===== config.mk =====
export PLATFORM = sky130hd
export DESIGN_NAME = gccc_fifo
export DESIGN_NICKNAME = d
export VERILOG_FILES = /design/src/rtl/core/gamma_contrast_brightness_correct_core_defines.svh /design/src/rtl/core/gccc_pkg.sv /design/src/rtl/core/gccc_fifo.sv
export SDC_FILE = /design/constraint.sdc
export NUM_CORES = 1
export LEC_CHECK = 0
export BUFFER_PORTS_ARGS = -buffer_cell sky130_fd_sc_hd__buf_4
export CORE_ASPECT_RATIO = 0.7
export CORE_MARGIN = 3
export CORE_UTILIZATION = 59
export CTS_BUF_LIST = sky130_fd_sc_hd__clkbuf_2 sky130_fd_sc_hd__clkbuf_4 sky130_fd_sc_hd__clkbuf_8
export CTS_CLUSTER_DIAMETER = 120
export CTS_CLUSTER_SIZE = 12
export DETAILED_ROUTE_END_ITERATION = 10
export GPL_TIMING_DRIVEN = 0
export PLACE_DENSITY = 0.89
export SLEW_MARGIN = 20
export SYNTH_ARGS = -nofsm -noshare
export SYNTH_HDL_FRONTEND = slang
export SYNTH_SLANG_ARGS = --single-unit

===== constraint.sdc =====
create_clock -name clock -period 2 [get_ports clock]
set_input_delay 0.2 -clock clock [delete_from_list [all_inputs] [get_ports clock]]
set_output_delay 0.2 -clock clock [all_outputs]
set_load 0.005 [all_outputs]

===== src/rtl/core/gamma_contrast_brightness_correct_core_defines.svh =====
// ----------------------------------------------------------------------------
// Assertion macros for the gamma, contrast and brightness correction core.
// Simulation builds get concurrent assertions, synthesis builds get nothing.
// ----------------------------------------------------------------------------
`ifndef GAMMA_CONTRAST_BRIGHTNESS_CORRECT_CORE_DEFINES_SVH
`define GAMMA_CONTRAST_BRIGHTNESS_CORRECT_CORE_DEFINES_SVH

`ifndef SYNTHESIS

// The condition holds at every clock edge outside reset.
`define GCCC_ASSERT_ALWAYS(lbl, cond) \
   lbl: assert property (@(posedge clock) disable iff (reset) (cond)) \
      else $error("assertion failed");

// The consequent holds in the cycle after the antecedent.
`define GCCC_ASSERT_NEXT(lbl, ante, cons) \
   lbl: assert property (@(posedge clock) disable iff (reset) (ante) |=> (cons)) \
      else $error("assertion failed");

`else

`define GCCC_ASSERT_ALWAYS(lbl, cond)
`define GCCC_ASSERT_NEXT(lbl, ante, cons)

`endif

`endif


===== src/rtl/core/gccc_pkg.sv =====
// ----------------------------------------------------------------------------
// gccc_pkg
// Shared types, constants and elaboration-time functions of the correction
// core.
// ----------------------------------------------------------------------------
package gccc_pkg;

   // Register indexes of the configuration port.
   typedef logic [1:0] csr_index_type;
   localparam csr_index_type CSR_GAMMA      = 2'd0;
   localparam csr_index_type CSR_BRIGHTNESS = 2'd1;
   localparam csr_index_type CSR_CONTRAST   = 2'd2;

   // Legal register ranges.
   localparam int GAMMA_MIN  = 80;
   localparam int GAMMA_MAX  = 260;
   localparam int GAMMA_RST  = 100;
   localparam int OFFSET_MIN = -50;
   localparam int OFFSET_MAX = 50;

   // Percent scale, full scale and the exponent shift cut-off.
   localparam int PCT_SCALE    = 100;
   localparam int FULL_SCALE   = 255;
   localparam int HALF_PCT     = 50;
   localparam int SHIFT_LIMIT  = 40;

   // floor(s / 100) = (s * RECIP_100) >> RECIP_SHIFT for s below 43690.
   localparam int RECIP_100   = 5243;
   localparam int RECIP_SHIFT = 19;

   // Queue between front and back.
   localparam int FIFO_DEPTH = 4;
   localparam int FIFO_PTR_W = 2;
   localparam int FIFO_CNT_W = 3;

   typedef struct packed {
      logic full;
      logic empty;
   } gccc_fifo_stat_type;

   typedef struct packed {
      logic [8:0] gamma;
      logic [6:0] brightness;
      logic [6:0] contrast;
   } gccc_cfg_type;

   // Index of the top set bit, used to build the front tables.
   function automatic int msb_index(input int n);
      int k;
      k = 0;
      for (int b = 0; b < 31; b++) begin
         if (n[b]) begin
            k = b;
         end
      end
      return k;
   endfunction

   // Integer square root, used to build the exponent coefficients.
   function automatic longint unsigned isqrt64(input longint unsigned x);
      longint unsigned res;
      longint unsigned xr;
      longint unsigned bit_v;
      res   = 0;
      xr    = x;
      bit_v = 64'h4000_0000_0000_0000;
      for (int s = 0; s < 32; s++) begin
         if (xr >= res + bit_v) begin
            xr  = xr - (res + bit_v);
            res = (res >> 1) + bit_v;
         end else begin
            res = res >> 1;
         end
         bit_v = bit_v >> 2;
      end
      return res;
   endfunction

   // Coefficient 2^(-2^-i) in Q.32, built by repeated square roots of 0.5.
   function automatic logic [31:0] exp_coef(input int i);
      longint unsigned c;
      c = 64'h8000_0000;
      for (int j = 1; j <= i; j++) begin
         c = isqrt64(c << 32);
      end
      return c[31:0];
   endfunction

endpackage


===== src/rtl/core/gccc_fifo.sv =====
// ----------------------------------------------------------------------------
// gccc_fifo
// Short queue between the front and the back of the correction core.
// ----------------------------------------------------------------------------
module gccc_fifo #(
   parameter int WIDTH = 24
) (
   input  logic                        clock,
   input  logic                        reset,
   input  logic                        push,
   input  logic [WIDTH-1:0]            push_data,
   input  logic                        pop,
   output logic [WIDTH-1:0]            pop_data,
   output gccc_pkg::gccc_fifo_stat_type stat
);
   import gccc_pkg::*;

   logic [WIDTH-1:0]      mem_ff [FIFO_DEPTH];
   logic [FIFO_PTR_W-1:0] wr_ptr_ff, wr_ptr_in;
   logic [FIFO_PTR_W-1:0] rd_ptr_ff, rd_ptr_in;
   logic [FIFO_CNT_W-1:0] cnt_ff, cnt_in;

   // Pointer and fill count update.
   always_comb begin
      wr_ptr_in = push ? wr_ptr_ff + FIFO_PTR_W'(1) : wr_ptr_ff;
      rd_ptr_in = pop  ? rd_ptr_ff + FIFO_PTR_W'(1) : rd_ptr_ff;
      cnt_in    = cnt_ff;
      if (push && !pop) begin
         cnt_in = cnt_ff + FIFO_CNT_W'(1);
      end else if (pop && !push) begin
         cnt_in = cnt_ff - FIFO_CNT_W'(1);
      end
   end

   always_ff @(posedge clock) begin
      if (reset) begin
         wr_ptr_ff <= '0;
         rd_ptr_ff <= '0;
         cnt_ff    <= '0;
      end else begin
         wr_ptr_ff <= wr_ptr_in;
         rd_ptr_ff <= rd_ptr_in;
         cnt_ff    <= cnt_in;
      end
   end

   // Storage of the queued words.
   always_ff @(posedge clock) begin
      if (push) begin
         mem_ff[wr_ptr_ff] <= push_data;
      end
   end

   assign pop_data   = mem_ff[rd_ptr_ff];
   assign stat.full  = (cnt_ff == FIFO_CNT_W'(FIFO_DEPTH));
   assign stat.empty = (cnt_ff == '0);

endmodule


==> results of run 1 <==
## final timing paths
kind	start	end	slack (ps)	cells past startpoint
worst max-delay path	flip-flop	pop_data[18]	100	4
worst min-delay path	push_data[15]	mem_ff[0][15]	30	1
worst min register to register	cnt_ff[2]	cnt_ff[2]	530	2
worst max register to register	cnt_ff[0]	cnt_ff[2]	470	4
## synth_stat cells, drive strengths merged
cell type  number
edfxtp         96
mux4           24
dfxtp           9
nor2            7
buf             5
ha              5
and2            4
inv             4
xor2            3
clkbuf          2
mux2i           2
xnor2           2
a21oi           1
fa              1
nand2           1
nor3            1
nor3b           1
o21ai           1
or3             1
## kinds of logic (layout without fill, tap and decap cells)
kind of cell,Yosys count,after routing,share of synthesized area
XOR/XNOR,5,5,0.0111
adder cells (fa/ha/maj),6,6,0.0210
flip-flops,105,105,0.779
multiplexers,26,26,0.146
AND/OR/NAND/NOR,15,15,0.0188
buffers and inverters,11,80,0.0213
AO/OA/AOI/OAI,2,2,0.00254
## final cells by class
class,instances,area share
clock inverters,7,0.0127
well taps,91,0.0245
clock buffers,9,0.0267
multi-input cells,54,0.170
flip-flops and latches,105,0.659
repair buffers,54,0.0883
plain buffers,6,0.0151
inverters,4,0.00323
## through the flow
stage,util,hold WS [ps]
4_1_cts,0.730,16.8
3_5_place_dp,0.701,402
6_report,0.733,32.3
5_1_grt,0.733,0.340
3_3_place_gp,0.700,401
2_1_floorplan,-,299
## flip-flops by register name, summed over array words and instances (netlist names), named ones only
| name | cells |
|---|---|
| mem_ff | 96 |
| cnt_ff | 3 |
| rd_ptr_ff | 2 |
| wr_ptr_ff | 2 |
## power by group
part	leakage (nW)	switching (mW)	internal, mW	total [mW]
logic	0.564	0.229	0.300	0.528
registers	0.956	0.0430	2.51	2.56
clock network	0.0872	0.720	0.472	1.19
## repair_timing
item / in CTS / in global routing
gates resized for setup: 1 / 1
hold buffers: 0 / 2
hold endpoints to repair: 0 / 4
endpoints found under the setup margin: 7 / 11
cloned: 0 / 0
## metal layers
layer | GRT usage | up-vias | share of wire
li1 | - | 817 | -
met1 | 0.218 | 886 | 0.42
met2 | 0.274 | 66 | 0.50
met3 | 0.0703 | 7 | 0.070
met4 | 0.0531 | 0 | 0.0081
met5 | 0 | - | 0
==> flow_metrics.py, run 1 <==
metrics = {
    "routing": {
        "drc_errors": 0,
        "wl_um": 6140,
        "drt-wirelength-per-cell_um": 18.6,
        "drt-vias-per-instance": 5.38,
        "ant_nets": 0,
        "vias": 1776,
        "firstDrtPassIters": 4,
        "drtIter0Drc": 79,
    },
    "global_route": {
        "track_usage": 0.170,
        "overflow": 0,
        "antenna_found_initial": 0,
        "grt_max_degree": 25,
        "grt_pass1_wl_um": 9560,
        "grt_pass1_vias": 1890,
    },
    "die": {
        "die_area_um2": 7700,
        "die_w_um": 104,
        "num_rows": 24,
        "start_util": 0.621,
        "core_um2": 6340,
        "chipHeight_um": 74.3,
        "pin_count": 54,
    },
    "cts": {
        "cts_tree": "yes",
        "clock_sinks": 105,
        "clk_pin_slew_ps": 100,
        "max-clock-path-buffers": 2,
        "htree_levels": 3,
        "cts_buffers": 9,
        "cts_root_buffer": "clkbuf_8",
        "post_cts_buffers": 0,
        "worstSkewPairLatency_ps": 360,
    },
    "worst_setup_path": {
        "critPathArrivalTime_ps": 1700,
        "crit_chain": "buf_6 > buf_12 > mux4_2 > buf_4",
        "path_buf_inv": 3,
        "cp.required_ps": 1800,
        "crit_slowest_cell": "mux4_2",
        "crit_fanout": 10,
        "crit_family": "multiplexers",
        "worstSetupStartpointType": "flip-flop",
        "cp_slowest_stage_delay_ps": 530,
        "crit_path_end_kind": "output port",
        "critical_path_class": "flip-flop to output port",
    },
    "final_layout": {
        "drive_gt1_frac": 0.406,
        "diodes": 0,
        "layout.nets": 268,
        "final_common_cell": "edfxtp_1",
        "register_area_um2": 3060,
        "final_cell_mix": "edfxtp_1, buf_4, mux4_2, dfxtp_1, clkbuf_8",
        "final_area_um2": 4650,
        "final_cells": 330,
        "multi_input_area_um2": 791,
        "area_delta_synth_final_pct": 18.1,
        "fillCellCount": 359,
    },
    "pwr": {
        "report.power.total_mw": 4.28,
        "peakVddDrop_mv": 0.694,
        "power_density_nw_per_um2": 920,
        "p_leak_nw": 1.61,
    },
    "logic_synthesis": {
        "syn_avg_cell_area_um2": 23.1,
        "synth_area_um2": 3930,
        "synth.ff_latch_count": 105,
        "synth.area.top_cells": "edfxtp_1, mux4_2, dfxtp_1",
        "yosysTopAreaCell": "edfxtp_1",
        "ys_warn_count": 0,
        "syn_inst": 170,
        "synth.top_cell.area_share": 0.733,
        "yosysUniqueCellTypes": 22,
        "ys_seq_area_frac": 0.779,
        "syn-num-nets": 204,
    },
    "sta": {
        "layout_setup_ws_ps": 104,
        "finClkSkew_ps": 6.87,
        "hold_violations": 0,
        "post-route-period-util": 0.948,
        "max_freq_mhz": 528,
        "rsz0062_at_grt": "false",
        "maxSlewViolCount": 0,
        "fin_crit_ps": 1900,
        "slew_headroom": 0.569,
        "finalSetupViolCount": 0,
        "fin_tns_setup_ps": 0,
        "worst_slew_pin_slew_ps": 646,
    },
    "place": {
        "io_buffers": 52,
        "place_ws_ps": 53.1,
        "dp_hpwl_um": 3990,
        "dp_cells": 313,
        "globalplace.congestion": 0.742,
        "placed_area_um2": 4440,
    },
    "worst_hold_path": {
        "worst_hold_path_type": "input port to flip-flop",
    },
    "status": {
        "outcome": "finished, final reports clean",
    },
    "job": {
        "max_cap_viol_count": 0,
    },
}
Note: power is estimated with default switching activity, not from simulation.
==> inputs of run 2 (changes only) <==
--- a/config.mk
+++ b/config.mk
@@ -5,16 +5,17 @@
 export SDC_FILE = /design/constraint.sdc
 export NUM_CORES = 1
 export LEC_CHECK = 0
+export ABC_AREA = 1
 export BUFFER_PORTS_ARGS = -buffer_cell sky130_fd_sc_hd__buf_4
 export CORE_ASPECT_RATIO = 0.7
 export CORE_MARGIN = 3
 export CORE_UTILIZATION = 59
 export CTS_BUF_LIST = sky130_fd_sc_hd__clkbuf_2 sky130_fd_sc_hd__clkbuf_4 sky130_fd_sc_hd__clkbuf_8
 export CTS_CLUSTER_DIAMETER = 120
-export CTS_CLUSTER_SIZE = 12
+export CTS_CLUSTER_SIZE = 24
 export DETAILED_ROUTE_END_ITERATION = 10
 export GPL_TIMING_DRIVEN = 0
-export PLACE_DENSITY = 0.89
+export PLACE_DENSITY = 0.79
 export SLEW_MARGIN = 20
 export SYNTH_ARGS = -nofsm -noshare
 export SYNTH_HDL_FRONTEND = slang
==> flow_metrics.py, run 2 <==
metrics = {
    "status": {
        "outcome": "finished, final reports clean",
    },
    "final_layout": {
        "largest_reg_flops": 96,
        "layout.nets": 389,
        "final_common_cell": "edfxtp_1",
        "final_cells": 451,
        "final_cell_mix": "edfxtp_1, buf_4, o21ai_0, nor2_1",
        "final_area_um2": 4940,
        "reg_top3": "mem_ff x96, cnt_ff x3",
        "diodes": 0,
        "regMostFlops": "mem_ff",
        "drive_gt1_frac": 0.344,
        "area_delta_synth_final_pct": 18.5,
    },
    "cts": {
        "cts_root_buffer": "clkbuf_8",
        "post_cts_buffers": 0,
        "cts_tree": "yes",
        "htree_levels": 3,
        "clock_sinks": 105,
        "max-clock-path-buffers": 2,
        "clk_pin_slew_ps": 90,
        "cts_resized": 0,
        "cts_buffers": 9,
        "worstSkewPairLatency_ps": 350,
        "cts.hold.buffers_added": 1,
    },
    "pwr": {
        "swShare": 0.210,
        "p_sw_mw": 0.970,
        "comb_power_share": 0.118,
        "peakVddDrop_mv": 0.577,
        "power_density_nw_per_um2": 935,
        "p_int_mw": 3.65,
        "clkPwrFrac": 0.333,
        "seq_power_share": 0.549,
        "p_leak_nw": 1.83,
    },
    "logic_synthesis": {
        "synth_top_family_by_area": "compound AO/OA/AOI/OAI gates",
        "ys_seq_area_frac": 0.734,
        "synth_ff_type": "edfxtp_1",
        "synthMuxAreaShare": 0,
        "ys_warn_count": 0,
        "synth_simple_gate_area_frac": 0.0738,
        "synth.ff_latch_count": 105,
        "yosysUniqueCellTypes": 22,
        "yosysMostFrequentCell": "edfxtp_1",
        "synthTopCellsByCount": "edfxtp_1, o21ai_0, nor2_1",
        "synth_area_um2": 4170,
        "syn_avg_cell_area_um2": 14.4,
        "synth_edf_count": 96,
        "syn-num-nets": 324,
        "synth.top_cell.area_share": 0.691,
        "async_reset_ff_frac": 0,
        "syn_inst": 290,
        "synth.area.top_cells": "edfxtp_1, o22ai_2, o21ai_0",
        "yosysTopAreaCell": "edfxtp_1",
        "synthAdderAreaFrac": 0.0198,
        "synth_compound_area_frac": 0.133,
        "synth_xor_area_frac": 0.00210,
    },
    "worst_setup_path": {
        "crit_fanout": 10,
        "worst_r2r_endpoint": "mem_ff[0][9]",
        "cp.required_ps": 1800,
        "crit_path_end_kind": "output port",
        "critPathArrivalTime_ps": 1620,
        "r2r_start": "wr_ptr_ff[0]",
        "worstSetupStartpointType": "flip-flop",
        "rr_worst_depth": 4,
        "critical_path_class": "flip-flop to output port",
        "reg2reg_slack_ps": 180,
    },
    "die": {
        "start_util": 0.637,
        "chipHeight_um": 76.4,
        "die_area_um2": 8130,
        "num_rows": 24,
        "pin_count": 54,
        "core_um2": 6550,
        "die_w_um": 107,
    },
    "sta": {
        "finalSetupViolCount": 0,
        "fin_crit_ps": 1820,
        "rsz0062_at_grt": "false",
        "holdWs_ps": 43.1,
        "post-route-period-util": 0.911,
        "slew_headroom": 0.269,
        "maxSlewViolCount": 0,
        "fin_tns_setup_ps": 0,
        "max_freq_mhz": 549,
        "hold_violations": 0,
        "layout_setup_ws_ps": 178,
        "worst_slew_pin_slew_ps": 1090,
        "finClkSkew_ps": 8.00,
    },
    "worst_hold_path": {
        "hold_path_end": "mem_ff[1][17]",
        "hold_depth": 1,
        "worstHoldStart": "push_data[17]",
        "worst_hold_path_type": "input port to flip-flop",
    },
    "place": {
        "placed_area_um2": 4680,
        "dp_cells": 434,
        "place_ws_ps": 182,
        "dp_hpwl_um": 4900,
        "io_buffers": 53,
        "globalplace.congestion": 0.786,
    },
    "routing": {
        "firstDrtPassIters": 4,
        "vias": 2452,
        "drtIter0Drc": 126,
        "drc_errors": 0,
        "ant_nets": 0,
        "wl_um": 7930,
        "drt-vias-per-instance": 5.44,
        "drt-wirelength-per-cell_um": 17.6,
    },
    "global_route": {
        "grt_max_degree": 25,
        "grt_pass1_wl_um": 12800,
        "track_usage": 0.207,
        "overflow": 0,
        "antenna_found_initial": 0,
        "grt_pass1_vias": 2417,
    },
    "job": {
        "max_cap_viol_count": 0,
    },
}
run 2: worst max path at each step:
stage / endpoint / from / cells past startpoint
global route: pop_data[3] / flip-flop / 5
detailed placement: mem_ff[2][15] / wr_ptr_ff[0] / 4
CTS: mem_ff[0][9] / wr_ptr_ff[0] / 4
finish: pop_data[2] / flip-flop / 5
floorplan: mem_ff[2][0] / wr_ptr_ff[0] / 4
global placement: mem_ff[0][11] / wr_ptr_ff[0] / 4
run 2: stage by stage:
step                      total power [mW]  utilization
final                                 4.62        0.755
after global routing                  4.82        0.755
after CTS                             4.65        0.755
after detailed placement              3.13        0.715
after global placement                3.11        0.715
after floorplan                       2.86            -
run 2: logic make-up (layout without fill, tap and decap cells):
kind of cell	count (synthesis)	count (layout)
buffers and inverters	31	101
AOI/OAI and AO/OA	80	80
and+or+nand+nor	67	67
DFF	105	105
xor gates and xnor gates	1	1
adders and majority gates	6	6
run 2: cell type report:
cell class	instances	area, µm²
well taps	91	114
multi-input cells	154	955
clock buffers	13	160
fillers	431	1600
flip-flops and latches	105	3060
inverters	17	63.8
clock inverters	3	90.1
repair buffers	54	408
plain buffers	14	90.1
run 2: worst max-delay path, cell delays in order, from the launching register on:
cell	delay, ps
dfxtp_1	350
inv_2	80
clkbuf_1	360
o21ai_0	170
o22ai_2	160
buf_4	140
run 2: power groups by stage:
stage	combinational (mW)	sequential, mW	clock (mW)
6_report	0.545	2.54	1.54
5_1_grt	0.603	2.55	1.67
4_1_cts	0.549	2.54	1.56
3_5_place_dp	0.543	2.59	0
3_3_place_gp	0.528	2.58	0
2_1_floorplan	0.288	2.58	0
run 2: per-layer routing:
layer	global-route usage	part of all wire	wire, µm	up-vias
li1	-	-	-	1182
met1	0.283	0.44	3460	1186
met2	0.334	0.49	3910	82
met3	0.0567	0.067	531	2
met4	0.0511	0.0032	25	0
met5	0	0	0	-
==> inputs of run 3 (changes only) <==
--- a/config.mk
+++ b/config.mk
@@ -5,7 +5,6 @@
 export SDC_FILE = /design/constraint.sdc
 export NUM_CORES = 1
 export LEC_CHECK = 0
-export ABC_AREA = 1
 export BUFFER_PORTS_ARGS = -buffer_cell sky130_fd_sc_hd__buf_4
 export CORE_ASPECT_RATIO = 0.7
 export CORE_MARGIN = 3
@@ -15,7 +14,7 @@
 export CTS_CLUSTER_SIZE = 24
 export DETAILED_ROUTE_END_ITERATION = 10
 export GPL_TIMING_DRIVEN = 0
-export PLACE_DENSITY = 0.79
+export PLACE_DENSITY = 0.8
 export SLEW_MARGIN = 20
 export SYNTH_ARGS = -nofsm -noshare
 export SYNTH_HDL_FRONTEND = slang
==> flow_metrics.py, run 3 (same netlist as run 1, synthesis figures left out) <==
metrics = {
    "cts": {
        "cts_buffers": 9,
        "worstSkewPairLatency_ps": 350,
        "clock_sinks": 105,
        "cts_root_buffer": "clkbuf_8",
        "htree_levels": 3,
        "max-clock-path-buffers": 2,
        "clk_pin_slew_ps": 90,
        "cts_tree": "yes",
    },
    "final_layout": {
        "layout.nets": 266,
        "final_cell_mix": "edfxtp_1, buf_4, mux4_2, dfxtp_1, clkbuf_8",
        "final_area_um2": 4630,
        "largest_reg_flops": 96,
        "reg_top3": "mem_ff x96, cnt_ff x3",
        "diodes": 0,
        "final_common_cell": "edfxtp_1",
        "area_delta_synth_final_pct": 17.8,
        "drive_gt1_frac": 0.405,
        "regMostFlops": "mem_ff",
    },
    "worst_setup_path": {
        "cp.required_ps": 1800,
        "reg2reg_slack_ps": 450,
        "r2r_start": "wr_ptr_ff[0]",
        "critical_path_class": "flip-flop to output port",
        "critPathArrivalTime_ps": 1680,
        "crit_path_end_kind": "output port",
        "crit_fanout": 10,
        "worstSetupStartpointType": "flip-flop",
    },
    "sta": {
        "rsz0062_at_grt": "false",
        "maxSlewViolCount": 0,
        "slew_headroom": 0.566,
        "finalSetupViolCount": 0,
        "post-route-period-util": 0.941,
        "fin_crit_ps": 1880,
        "fin_tns_setup_ps": 0,
        "hold_violations": 0,
        "finClkSkew_ps": 7.83,
        "worst_slew_pin_slew_ps": 651,
        "max_freq_mhz": 531,
    },
    "die": {
        "pin_count": 54,
        "core_um2": 6340,
        "num_rows": 24,
        "start_util": 0.621,
        "chipHeight_um": 74.3,
        "die_w_um": 104,
        "die_area_um2": 7700,
    },
    "routing": {
        "drt-vias-per-instance": 5.50,
        "ant_nets": 0,
        "wl_um": 6430,
        "drt-wirelength-per-cell_um": 19.6,
        "firstDrtPassIters": 4,
        "vias": 1803,
        "drc_errors": 0,
        "drtIter0Drc": 133,
    },
    "global_route": {
        "grt_max_degree": 25,
        "grt_pass1_vias": 1889,
        "overflow": 0,
        "track_usage": 0.177,
        "grt_pass1_wl_um": 9960,
        "antenna_found_initial": 0,
    },
    "job": {
        "max_cap_viol_count": 0,
    },
    "pwr": {
        "p_leak_nw": 1.61,
        "power_density_nw_per_um2": 933,
        "peakVddDrop_mv": 0.773,
    },
    "place": {
        "io_buffers": 52,
        "globalplace.congestion": 0.741,
        "dp_hpwl_um": 4240,
        "placed_area_um2": 4440,
    },
    "worst_hold_path": {
        "worst_hold_path_type": "input port to flip-flop",
        "worstHoldStart": "push_data[15]",
    },
    "status": {
        "outcome": "finished, final reports clean",
    },
}
==> run 3: cell count changes in the layout (fill, tap and decap cells not counted), sizes merged, moves of 3 or more <==
cell	change
o21ai	-52
clkinv	+4
inv	-12
buf	-9
nor2	-47
mux4	+24
nand2	-8
o22ai	-24
and2	+4
clkbuf	-3
==> run 3: power by group <==
part           leakage [nW]  switching [mW]  total (mW)  internal, mW
clock network         0.101           0.650        1.24         0.587
logic                 0.557           0.229       0.526         0.297
registers             0.956          0.0434        2.56          2.51
==> run 3: final timing paths <==
check,endpoint,depth (start not counted)
max,pop_data[11],4
min,mem_ff[1][15],1
max reg2reg,mem_ff[2][20],3
min reg2reg,cnt_ff[2],2
==> run 3: layout make-up <==
type                       count  area, µm²
inverter                       4       15.0
timing repair buffer          52        390
buffer                         6       70.1
sequential                   105       3060
clock inverter                 6       57.6
tap                           91        114
fill                         365       1700
clock buffer                  10        131
multi-input combinational     54        791
==> run 3: metal layers <==
| layer | global-route usage | wire length (µm) |
|---|---|---|
| met1 | 0.235 | 2720 |
| met4 | 0.0487 | 47 |
| met2 | 0.297 | 3210 |
| met3 | 0.0520 | 449 |
| met5 | 0 | 0 |
==> run 3: what timing repair did <==
action	4_1_cts	5_1_grt
hold buffers	0	0
resized for setup	2	0
endpoints found under the setup margin	15	14
hold endpoints to repair	0	0
setup buffers	0	0
pin swaps	0	0
==> run 3: worst max-delay path, stage by stage, from the launching register on <==
cell and delay, ps:
dfxtp_1 330, buf_6 150, buf_12 160, mux4_2 540, buf_4 160
==> run 3: metrics by stage <==
stage / hold slack (ps) / setup WS, ps / cells / power [mW] / utilization
after floorplan: 299 / 465 / 170 / 2.88 / -
after global placement: 401 / 59.5 / 313 / 3.12 / 0.700
after detailed placement: 407 / 289 / 313 / 3.15 / 0.701
after CTS: 33.3 / 35.8 / 329 / 4.36 / 0.732
after global routing: 29.6 / 41.8 / 328 / 4.50 / 0.731
final: 44.5 / 117 / 328 / 4.32 / 0.731
